--- src/rtl/core/fpd_pkg.sv ---
// shared types and constants for the flight phase detector
`timescale 1ns / 1ps

package fpd_pkg;

	localparam int HIST_DEPTH = 5;
	localparam int ALT_W      = 18;
	localparam int CFG_W      = 17;
	localparam int FRAC_W     = 8;
	localparam int CNT_W      = 3;
	localparam int CFG_IDX_W  = 3;

	localparam logic [CNT_W-1:0] CNT_FULL = CNT_W'(4);

	typedef enum logic [2:0] {
		PH_PAD     = 3'd0,
		PH_ASCENT  = 3'd1,
		PH_APOGEE  = 3'd2,
		PH_DESCENT = 3'd3,
		PH_RELEASE = 3'd4,
		PH_LANDED  = 3'd5,
		PH_IDLE    = 3'd6
	} phase_t;

	// load value that leaves the phase untouched
	localparam logic [2:0] PH_NONE = 3'd7;

	typedef enum logic [1:0] {
		CMD_PUSH  = 2'd0,
		CMD_EVAL  = 2'd1,
		CMD_LOAD  = 2'd2,
		CMD_CLEAR = 2'd3
	} cmd_t;

	localparam logic [CFG_IDX_W-1:0] REG_LAUNCH_RISE  = 3'd0;
	localparam logic [CFG_IDX_W-1:0] REG_DROP_STEP    = 3'd1;
	localparam logic [CFG_IDX_W-1:0] REG_JUMP_LIMIT   = 3'd2;
	localparam logic [CFG_IDX_W-1:0] REG_PEAK_CEILING = 3'd3;
	localparam logic [CFG_IDX_W-1:0] REG_REL_FRACTION = 3'd4;
	localparam logic [CFG_IDX_W-1:0] REG_LANDED_LEVEL = 3'd5;

	localparam logic [CFG_W-1:0]  RST_LAUNCH_RISE  = CFG_W'(160);
	localparam logic [CFG_W-1:0]  RST_DROP_STEP    = CFG_W'(160);
	localparam logic [CFG_W-1:0]  RST_JUMP_LIMIT   = CFG_W'(320);
	localparam logic [CFG_W-1:0]  RST_PEAK_CEILING = CFG_W'(16000);
	localparam logic [FRAC_W-1:0] RST_REL_FRACTION = FRAC_W'(192);
	localparam logic [CFG_W-1:0]  RST_LANDED_LEVEL = CFG_W'(80);

endpackage

--- src/rtl/core/flight_phase_detector.sv ---
// flight phase detector top level: sample window, peak tracking and phase steps
`timescale 1ns / 1ps

// Takes one transaction per cycle on the input channel (cmd, altitude, load_value) and
// returns exactly one result transaction for each, in order. A transaction is captured in an
// input register; when the output register can take it, the window shift, peak update and
// phase decision are done in a single pass of logic, state is updated and the result lands in
// the output register. The sustained rate is one transaction per cycle; the only stall comes
// from the output side holding out_ready low.
// The release test uses one 9x18 multiply of the peak by the release fraction.
// Configuration writes are always ready and must only occur while the block is idle.
module flight_phase_detector
	import fpd_pkg::*;
(
	input  logic                  clk,
	input  logic                  arst_n,
	input  logic                  cfg_valid,
	output logic                  cfg_ready,
	input  logic [CFG_IDX_W-1:0]  cfg_index,
	input  logic [CFG_W-1:0]      cfg_data,
	input  logic                  in_valid,
	output logic                  in_ready,
	input  logic [1:0]            cmd,
	input  logic signed [ALT_W-1:0] altitude,
	input  logic [2:0]            load_value,
	output logic                  out_valid,
	input  logic                  out_ready,
	output logic [2:0]            phase,
	output logic                  phase_changed,
	output logic                  release_fire,
	output logic signed [ALT_W-1:0] peak_out
);

	// configuration registers
	logic [CFG_W-1:0]  launch_rise_q, drop_step_q, jump_limit_q, peak_ceiling_q, landed_level_q;
	logic [FRAC_W-1:0] rel_fraction_q;

	assign cfg_ready = 1'b1;

	always_ff @(posedge clk or negedge arst_n) begin
		if (!arst_n) begin
			launch_rise_q  <= RST_LAUNCH_RISE;
			drop_step_q    <= RST_DROP_STEP;
			jump_limit_q   <= RST_JUMP_LIMIT;
			peak_ceiling_q <= RST_PEAK_CEILING;
			rel_fraction_q <= RST_REL_FRACTION;
			landed_level_q <= RST_LANDED_LEVEL;
		end else if (cfg_valid) begin
			case (cfg_index)
				REG_LAUNCH_RISE:  launch_rise_q  <= cfg_data;
				REG_DROP_STEP:    drop_step_q    <= cfg_data;
				REG_JUMP_LIMIT:   jump_limit_q   <= cfg_data;
				REG_PEAK_CEILING: peak_ceiling_q <= cfg_data;
				REG_REL_FRACTION: rel_fraction_q <= cfg_data[FRAC_W-1:0];
				REG_LANDED_LEVEL: landed_level_q <= cfg_data;
				default: ;
			endcase
		end
	end

	// input register
	logic                    valid_s1;
	cmd_t                    cmd_s1;
	logic signed [ALT_W-1:0] alt_s1;
	logic [2:0]              load_s1;
	logic                    advance;

	assign advance  = valid_s1 && (!out_valid || out_ready);
	assign in_ready = !valid_s1 || advance;

	always_ff @(posedge clk or negedge arst_n) begin
		if (!arst_n) begin
			valid_s1 <= 1'b0;
		end else if (in_ready) begin
			valid_s1 <= in_valid;
		end
	end

	always_ff @(posedge clk) begin
		if (in_valid && in_ready) begin
			cmd_s1  <= cmd_t'(cmd);
			alt_s1  <= altitude;
			load_s1 <= load_value;
		end
	end

	// block state
	logic signed [ALT_W-1:0] hist_q [HIST_DEPTH];
	logic signed [ALT_W-1:0] peak_q;
	logic [CNT_W-1:0]        count_q;
	phase_t                  phase_q;

	// next-state logic
	logic signed [ALT_W-1:0] hist_win [HIST_DEPTH];
	logic signed [ALT_W-1:0] hist_d [HIST_DEPTH];
	logic signed [ALT_W-1:0] peak_win, peak_d;
	logic [CNT_W-1:0]        count_win, count_d;
	phase_t                  eval_phase, phase_d;
	logic                    eval_fire, fire_d;

	logic signed [ALT_W+1:0] n0, n1, n2, n3, n4;
	logic signed [ALT_W+1:0] hi01, diff10, abs10, drop_s, jump_s, rise_s, ceil_s;
	logic                    falling3;
	logic signed [ALT_W+1:0] sum3;
	logic signed [ALT_W+2:0] sum5;
	logic signed [ALT_W+2:0] landed5;
	logic signed [ALT_W+8:0] frac_prod;
	logic signed [ALT_W+11:0] rel_lhs, rel_rhs;

	always_comb begin
		for (int i = 0; i < HIST_DEPTH; i++) begin
			hist_win[i] = hist_q[i];
		end
		count_win = count_q;
		if (cmd_s1 == CMD_PUSH) begin
			for (int i = HIST_DEPTH - 1; i > 0; i--) begin
				hist_win[i] = hist_q[i-1];
			end
			hist_win[0] = alt_s1;
			if (count_q < CNT_FULL) count_win = count_q + CNT_W'(1);
		end
	end

	assign n0 = (ALT_W+2)'(hist_win[0]);
	assign n1 = (ALT_W+2)'(hist_win[1]);
	assign n2 = (ALT_W+2)'(hist_win[2]);
	assign n3 = (ALT_W+2)'(hist_win[3]);
	assign n4 = (ALT_W+2)'(hist_win[4]);

	assign drop_s = $signed({3'b000, drop_step_q});
	assign jump_s = $signed({3'b000, jump_limit_q});
	assign rise_s = $signed({3'b000, launch_rise_q});
	assign ceil_s = $signed({3'b000, peak_ceiling_q});

	// peak tracking only raises the peak outside descent, and never to a sample at or above the ceiling
	always_comb begin
		peak_win = peak_q;
		if (phase_q != PH_DESCENT && n0 > (ALT_W+2)'(peak_q) && n0 < ceil_s) begin
			peak_win = hist_win[0];
		end
	end

	assign hi01     = (n0 > n1) ? n0 : n1;
	assign diff10   = n1 - n0;
	assign abs10    = diff10[ALT_W+1] ? -diff10 : diff10;
	assign falling3 = (n2 > n1) && (n1 > n0) && ((n2 - n0) > drop_s);

	assign sum3      = n0 + n1 + n2;
	assign sum5      = (ALT_W+3)'(n0) + (ALT_W+3)'(n1) + (ALT_W+3)'(n2)
	                 + (ALT_W+3)'(n3) + (ALT_W+3)'(n4);
	assign landed5   = $signed({2'b00, landed_level_q, 1'b0, 1'b0})
	                 + $signed({4'b0000, landed_level_q});
	// peak tracking does not move the peak in descent, so the stored peak is the one to compare against
	assign frac_prod = (ALT_W+9)'($signed({1'b0, rel_fraction_q})) * (ALT_W+9)'(peak_q);
	assign rel_lhs   = (ALT_W+12)'(sum3) <<< 8;
	assign rel_rhs   = ((ALT_W+12)'(frac_prod) <<< 1) + (ALT_W+12)'(frac_prod);

	always_comb begin
		eval_phase = phase_q;
		eval_fire  = 1'b0;
		case (phase_q)
			PH_PAD: begin
				if (count_win >= CNT_FULL && hi01 > rise_s) eval_phase = PH_ASCENT;
			end
			PH_ASCENT: begin
				if (n0 < n1 - drop_s && abs10 < jump_s) eval_phase = PH_APOGEE;
				else if (falling3) eval_phase = PH_DESCENT;
			end
			PH_APOGEE: begin
				if (falling3) eval_phase = PH_DESCENT;
			end
			PH_DESCENT: begin
				if (rel_lhs <= rel_rhs) begin
					eval_phase = PH_RELEASE;
					eval_fire  = 1'b1;
				end
			end
			PH_RELEASE: begin
				if (sum5 < landed5) eval_phase = PH_PAD;
			end
			default: ;
		endcase
	end

	always_comb begin
		for (int i = 0; i < HIST_DEPTH; i++) begin
			hist_d[i] = hist_q[i];
		end
		peak_d  = peak_q;
		count_d = count_q;
		phase_d = phase_q;
		fire_d  = 1'b0;
		case (cmd_s1)
			CMD_PUSH, CMD_EVAL: begin
				for (int i = 0; i < HIST_DEPTH; i++) begin
					hist_d[i] = hist_win[i];
				end
				peak_d  = peak_win;
				count_d = count_win;
				phase_d = eval_phase;
				fire_d  = eval_fire;
			end
			CMD_LOAD: begin
				if (load_s1 != PH_NONE) phase_d = phase_t'(load_s1);
			end
			CMD_CLEAR: begin
				for (int i = 0; i < HIST_DEPTH; i++) begin
					hist_d[i] = '0;
				end
				peak_d  = '0;
				count_d = '0;
			end
			default: ;
		endcase
	end

	always_ff @(posedge clk or negedge arst_n) begin
		if (!arst_n) begin
			for (int i = 0; i < HIST_DEPTH; i++) begin
				hist_q[i] <= '0;
			end
			peak_q  <= '0;
			count_q <= '0;
			phase_q <= PH_PAD;
		end else if (advance) begin
			for (int i = 0; i < HIST_DEPTH; i++) begin
				hist_q[i] <= hist_d[i];
			end
			peak_q  <= peak_d;
			count_q <= count_d;
			phase_q <= phase_d;
		end
	end

	// result register
	phase_t                  phase_s2;
	logic                    changed_s2, fire_s2;
	logic signed [ALT_W-1:0] peak_s2;

	always_ff @(posedge clk or negedge arst_n) begin
		if (!arst_n) begin
			out_valid <= 1'b0;
		end else if (advance) begin
			out_valid <= 1'b1;
		end else if (out_ready) begin
			out_valid <= 1'b0;
		end
	end

	always_ff @(posedge clk) begin
		if (advance) begin
			phase_s2   <= phase_d;
			changed_s2 <= (phase_d != phase_q);
			fire_s2    <= fire_d;
			peak_s2    <= peak_d;
		end
	end

	assign phase         = phase_s2;
	assign phase_changed = changed_s2;
	assign release_fire  = fire_s2;
	assign peak_out      = peak_s2;

endmodule
--- config.mk ---
export PLATFORM = sky130hd
export DESIGN_NAME = flight_phase_detector
export DESIGN_NICKNAME = d
export VERILOG_FILES = /design/src/rtl/core/fpd_pkg.sv /design/src/rtl/core/flight_phase_detector.sv
export SDC_FILE = /design/constraint.sdc
export NUM_CORES = 1
export LEC_CHECK = 0
export BUFFER_PORTS_ARGS = -buffer_cell sky130_fd_sc_hd__buf_2
export CORE_ASPECT_RATIO = 0.6
export CORE_MARGIN = 1.5
export CORE_UTILIZATION = 40
export CTS_CLUSTER_SIZE = 10
export DETAILED_ROUTE_END_ITERATION = 7
export PLACE_DENSITY = 0.6
export SYNTH_ARGS = -nofsm -noshare
export SYNTH_HDL_FRONTEND = slang
export SYNTH_SLANG_ARGS = --single-unit
--- constraint.sdc ---
create_clock -name clk -period 13.84 [get_ports clk]
set_input_delay 1.384 -clock clk [delete_from_list [all_inputs] [get_ports clk]]
set_output_delay 1.384 -clock clk [all_outputs]
set_load 0.03 [all_outputs]
## Word-level counts from Yosys, hierarchy flattened

Cells that the tools add are included.

- $add $sub $neg: 13
- Multiply operators: 1
- $lt $le $gt $ge: 13
- Equality and inequality tests: 15
- Mux-type cells: 20
- Reductions and logical operators: 26

Operators by type and width:

| cell | count |
|---|---|
| $pmux W90 S2 | 1 |
| $mux W90 | 1 |
| $gt A18 B18 Y1 | 4 |
| $sub A18 B18 Y19 | 3 |
| $add A19 B18 Y20 | 2 |
| $mux W20 | 2 |
| $add A18 B18 Y19 | 2 |
| $pmux W18 S2 | 1 |
| $add A28 B27 Y29 | 1 |
| $le A28 B29 Y1 | 1 |
| $mul A9 B18 Y27 | 1 |
| $mux W3 | 8 |
| $add A20 B18 Y21 | 1 |
| $add A21 B18 Y21 | 1 |
| $lt A21 B21 Y1 | 1 |
| $add A19 B17 Y20 | 1 |
| $gt A20 B18 Y1 | 1 |
| $lt A20 B18 Y1 | 1 |
| $neg A19 Y20 | 1 |
| $gt A19 B18 Y1 | 1 |
| $lt A18 B19 Y1 | 1 |
| $lt A18 B18 Y1 | 1 |
| $mux W18 | 1 |
| $reduce_and A2 Y1 | 8 |
| other kinds (21) | 42 |

- Flip-flop bits (word level): 255
- Bits of input ports: 48
- Output and inout bits: 26
- Word-level logic and storage cells: 111

## Depth between registers and ports, before layout

- Depth in word-level cells: 11
- Mapped depth: 39
- Depth with buffers taken out: 37

## Least setup slack after synthesis

No wires, ideal clock.

- Path kind: register to register
- From: register rel_fraction_q[2]
- To: register phase_q[2]
- Library setup time: 0.125 ns
- Data arrival time: 8.398 ns
- Required time: 13.715 ns
- Path slack: 5.317 ns
- Stages on the path, launching flop included: 36
- Path buffers: 2
- Period minus slack after synthesis: 8.523 ns
- Cells stage by stage: dfrtp_1 clkbuf_1 clkbuf_1 nand2_1 fa_1 inv_1 fa_1 fa_1 inv_1 fa_1 inv_1 ha_1 a21o_1 a221o_1 a21oi_1 a21oi_1 o41ai_2 a21boi_0 ha_1 and3_1 and2_1 a32oi_1 o21ai_1 o41ai_2 o311ai_1 a311oi_1 ha_1 nand4_1 nor4_1 o2111a_1 and4b_1 o31ai_1 o21ai_1 o211a_1 a22oi_1 mux2_2

- Longest elaborated chain between the ends: 6

RTL lines:

| item | line | RTL |
|---|---|---|
| start: declaration | flight_phase_detector.sv:36 | `logic [FRAC_W-1:0] rel_fraction_q;` |
| start signal: assignment | flight_phase_detector.sv:54 | `REG_REL_FRACTION: rel_fraction_q <= cfg_data[FRAC_W-1:0];` |
| $mul A9 B18 Y27 | flight_phase_detector.sv:154 | `assign frac_prod = (ALT_W+9)'($signed({1'b0, rel_fraction_q})) * (ALT_W+9)'(peak_q);` |
| $add A28 B27 Y29 | flight_phase_detector.sv:156 | `assign rel_rhs = ((ALT_W+12)'(frac_prod) <<< 1) + (ALT_W+12)'(frac_prod);` |
| $le A28 B29 Y1 | flight_phase_detector.sv:173 | `if (rel_lhs <= rel_rhs) begin` |
| $mux W3 | flight_phase_detector.sv:173 |  |
| $pmux W3 S5 | flight_phase_detector.sv:161 | `case (phase_q)` |
| $pmux W3 S2 | flight_phase_detector.sv:193 | `case (cmd_s1)` |
| net phase_d[2] | flight_phase_detector.sv:98 | `phase_t eval_phase, phase_d;` |
| end signal: assignment | flight_phase_detector.sv:231 | `phase_q <= phase_d;` |
| end: declaration | flight_phase_detector.sv:91 | `phase_t phase_q;` |

The timed path passes the listed nets, and every way through them passes these cells.
A chain may end at the register's enable or synchronous reset.

## Worst setup path in the final report

- From: register rel_fraction_q[5]
- To: register phase_q[2]

The elaborated chain is that of the path after synthesis.

==> results by group <==
STA
  – Max Transition Viols Final: 0
  – Endpoints failing setup: 0
  – Worst Tran Pin Value: about 1300 ps
  – TNS Setup: 0 ps
  – Final worst path period share: 0.7577
  – Setup Skew: slightly below 50 ps
  – Post-route minimum period: approximately 10000 ps
  – RSZ-0062 raised after global routing: no
  – FMAX: 95.35 MHz
  – Worst relative slew slack: 0.09363
  – Hold Fails Final Rpt: 0

Worst setup path
  – Critical Path RT: between 10000 and 15000 ps
  – CP Buf/Inv Count: 3
  – Crit path DAT: between 10000 and 15000 ps
  – Reg2reg setup slack: 3350 ps
  – Max FO, Critical Path: 19
  – Worst setup EP type: register
  – Crit path kind: register to register
  – RR Startpoint: rel_fraction_q[5]
  – CP max-delay cell: o31ai_1
  – Crit. Startpoint: rel_fraction_q[5]
  – Crit path top cell by count: fa_1
  – CP peak stage delay: about 1100 ps
  – Worst setup SP type: register
  – Crit-path leading delay family: compound AO/OA/AOI/OAI gates

Worst hold path
  – HP Class: register to register
  – Worst hold path startpoint: hist_q[14]

Placement
  – I/O Buffers: between 70 and 80
  – DP HPWL: approximately 74000 um
  – Final RePlAce weighted congestion: between 1 and 1.5

Route
  – Post-detailed-routing wire length: approximately 91000 um
  – Via density: about 5.6
  – Drt wl/cell: ~22 um
  – Drt pass-1 iters: 5
  – DRC errors left: 0
  – DR iter-0 viols: roughly 2200
  – DR vias: roughly 23000
  – Routed Antenna Nets: 0

Global route
  – Vias in the first global route: approximately 21000
  – Remaining global-route overflow: 0
  – GRT Util Overall: 0.2503
  – First-pass GRT wire length: 135900 um
  – Initial antenna violation count: 2
  – Largest net degree at the start of global routing: ~90

Floorplanning
  – Die area: 72060 um^2
  – Row cnt: between 70 and 80
  – IO Pins: 74
  – Die H: approximately 210 um
  – Core Footprint: approximately 70000 um^2
  – Die span in x: 345.6 um
  – Starting Density: 0.4039

Outcome
  – Outcome: complete, no violations

Pwr
  – Power Density: 254.3 nW/um^2
  – Leakage: approximately 15 nW
  – Power Total: between 0.007 and 0.008 W
  – VDD IR max: ~270 uV

Synthesis
  – Combinational family with the most area after synthesis: adder cells
  – Post-Synth XOR/XNOR Area: 0.04292
  – Number of synthesized flops with an enable pin: between 40 and 50
  – Register area share after synthesis: 0.2355
  – Netlist cell types: slightly below 90
  – Mux cell area share after synthesis: 0.05935
  – Synth Instances: about 3100
  – Compound-cell area share of the yosys netlist: 0.1637
  – Synth Register Bits: 255
  – Net count after synthesis: approximately 3700
  – Asr flop ratio synth: 0.8196
  – Post-synth top flop: dfrtp_1
  – Synthesis Warnings: 0
  – Synthesized-area fraction occupied by adder cells: 0.2925
  – Avg Synthesized Cell Area: about 9.1 um^2
  – Post-synthesis simple-gate area fraction: 0.1350
  – Mapped Area: roughly 28000 um^2

Finish
  – Share of cells above drive strength 1: 0.08045
  – ANT cells: 0
  – Commonest non-fill, non-tap cell in the layout: inv_1
  – Final #Nets: between 3000 and 4000
  – Fillers: around 7000
  – Syn-to-layout area delta: 8.783%
  – Most frequent cells in the layout: inv_1 (426), ha_1 (348), nand2_1 (282)

Clock network
  – CTS buffer count: 30
  – Clk sinks: 255
  – # Post-CTS Setup Buffers: 0
  – Worst-Skew Late Latency: ~650 ps
  – Reg clk slew, reported paths: approximately 60 ps
  – CTS tree: built
  – CTS Root Cell: clkbuf_16
  – H-tree Lvls: 1
  – Clk buf depth: 3
  – # hold bufs at CTS: 0
  – PostCTS Resize Cnt: 0

Flow run
  – Reported max-cap violation count: 0
-- layout make-up --
type	instances	area (um^2)	area share
Clock buffer	53	867.1	0.02830
Clock inverter	3	65.06	0.002124
Inverter	427	1603	0.05232
Multi-Input combinational cell	2325	19590	0.6395
Sequential cell	255	6631	0.2165
Tap cell	924	1156	0.03774
Timing Repair Buffer	119	723.2	0.02361
-- through the flow --
| stage | setup slack (ps) | hold slack (ps) | instance area, um^2 | utilization | std cells |
|---|---|---|---|---|---|
| final | 3353 | 486.0 | 30640 | 0.4394 | 4106 |
| after floorplan | 5317 | 449.2 | 28160 | - | 3109 |
| after detailed placement | 3740 | 470.0 | 29700 | 0.4260 | 4050 |
| after CTS | 3680 | 487.0 | 30640 | 0.4394 | 4106 |
| after global placement | 3898 | 461.6 | 29700 | 0.4260 | 4050 |
| after global routing | 2946 | 507.5 | 30640 | 0.4394 | 4106 |
-- kinds of logic after synthesis --
kind of cell | count (synthesis)
muxes | 159
AOI/OAI and AO/OA | 704
and+or+nand+nor | 781
adders and majority gates | 542
other | 1
xor gates and xnor gates | 138
DFF | 255
buffers and inverters | 529
-- flip-flops by register name (all words and copies together) (netlist names), 18 cells and up --
register  cells
peak_q       18
hist_q       90
alt_s1       18
peak_out     18
-- report_power, final --
| part | internal (W) | switching (W) | leakage (nW) |
|---|---|---|---|
| Combinational | 0.00233 | 0.00360 | 11.8 |
| Clock | 0.000440 | 0.000353 | 0.444 |
| Sequential | 0.000902 | 0.000169 | 3.13 |
| Total | 0.00367 | 0.00412 | 15.4 |
-- worst min-delay path, cell delays in order, from the launching register on --
cell and delay (ps):
dfrtp_1 340, nand2_1 50, o21ai_0 60
-- layer usage --
layer | routed length (um) | up-vias | share of wire | track usage
li1 | - | 10820 | - | -
met1 | 45770 | 11160 | 0.50 | 0.3957
met2 | 31850 | 888 | 0.35 | 0.2999
met3 | 12310 | 70 | 0.13 | 0.1181
met4 | 1318 | 2 | 0.014 | 0.03418
met5 | 12 | - | 0.00013 | 0.003292
-- synthesized netlist by cell type (6+ instances only) --
| cell | n | area share |
|---|---|---|
| a2111oi_0 | 10 | 0.0031 |
| a211o_1 | 7 | 0.0022 |
| a211oi_1 | 21 | 0.0056 |
| a21o_1 | 72 | 0.019 |
| a21oi_1 | 130 | 0.023 |
| a22oi_1 | 7 | 0.0019 |
| a31oi_1 | 12 | 0.0027 |
| and2_1 | 81 | 0.018 |
| and3_1 | 21 | 0.0047 |
| and4_1 | 6 | 0.0019 |
| clkbuf_1 | 95 | 0.013 |
| dfrtp_1 | 193 | 0.17 |
| dfstp_2 | 16 | 0.015 |
| edfxtp_1 | 46 | 0.049 |
| fa_1 | 194 | 0.14 |
| ha_1 | 348 | 0.15 |
| inv_1 | 426 | 0.057 |
| mux2_2 | 50 | 0.020 |
| mux2i_1 | 107 | 0.038 |
| nand2_1 | 283 | 0.038 |
| nand2b_1 | 28 | 0.0062 |
| nand3_1 | 50 | 0.0089 |
| nand3b_1 | 8 | 0.0021 |
| nand4_1 | 30 | 0.0067 |
| nor2_1 | 144 | 0.019 |
| nor2b_1 | 27 | 0.0060 |
| nor3_1 | 49 | 0.0087 |
| nor3b_1 | 7 | 0.0019 |
| nor4_1 | 6 | 0.0013 |
| o2111ai_1 | 12 | 0.0037 |
| o211ai_1 | 15 | 0.0040 |
| o21a_1 | 39 | 0.010 |
| o21ai_0 | 229 | 0.041 |
| o21bai_1 | 21 | 0.0056 |
| o22ai_1 | 7 | 0.0016 |
| o2bb2ai_1 | 36 | 0.011 |
| o31ai_1 | 8 | 0.0021 |
| o41ai_1 | 7 | 0.0022 |
| or3_1 | 13 | 0.0029 |
| xnor2_1 | 95 | 0.030 |
| xor2_1 | 43 | 0.013 |
-- worst paths after layout --
path	end	cells after the start
setup / recovery	phase_q[2]	33
hold / removal	hist_q[14]	2
setup reg to reg	phase_q[2]	33
hold reg to reg	hist_q[14]	2
max in group asynchronous	landed_level_q[10]	2
min in group asynchronous	hist_q[83]	1
Power figures use the tool's default switching activity.
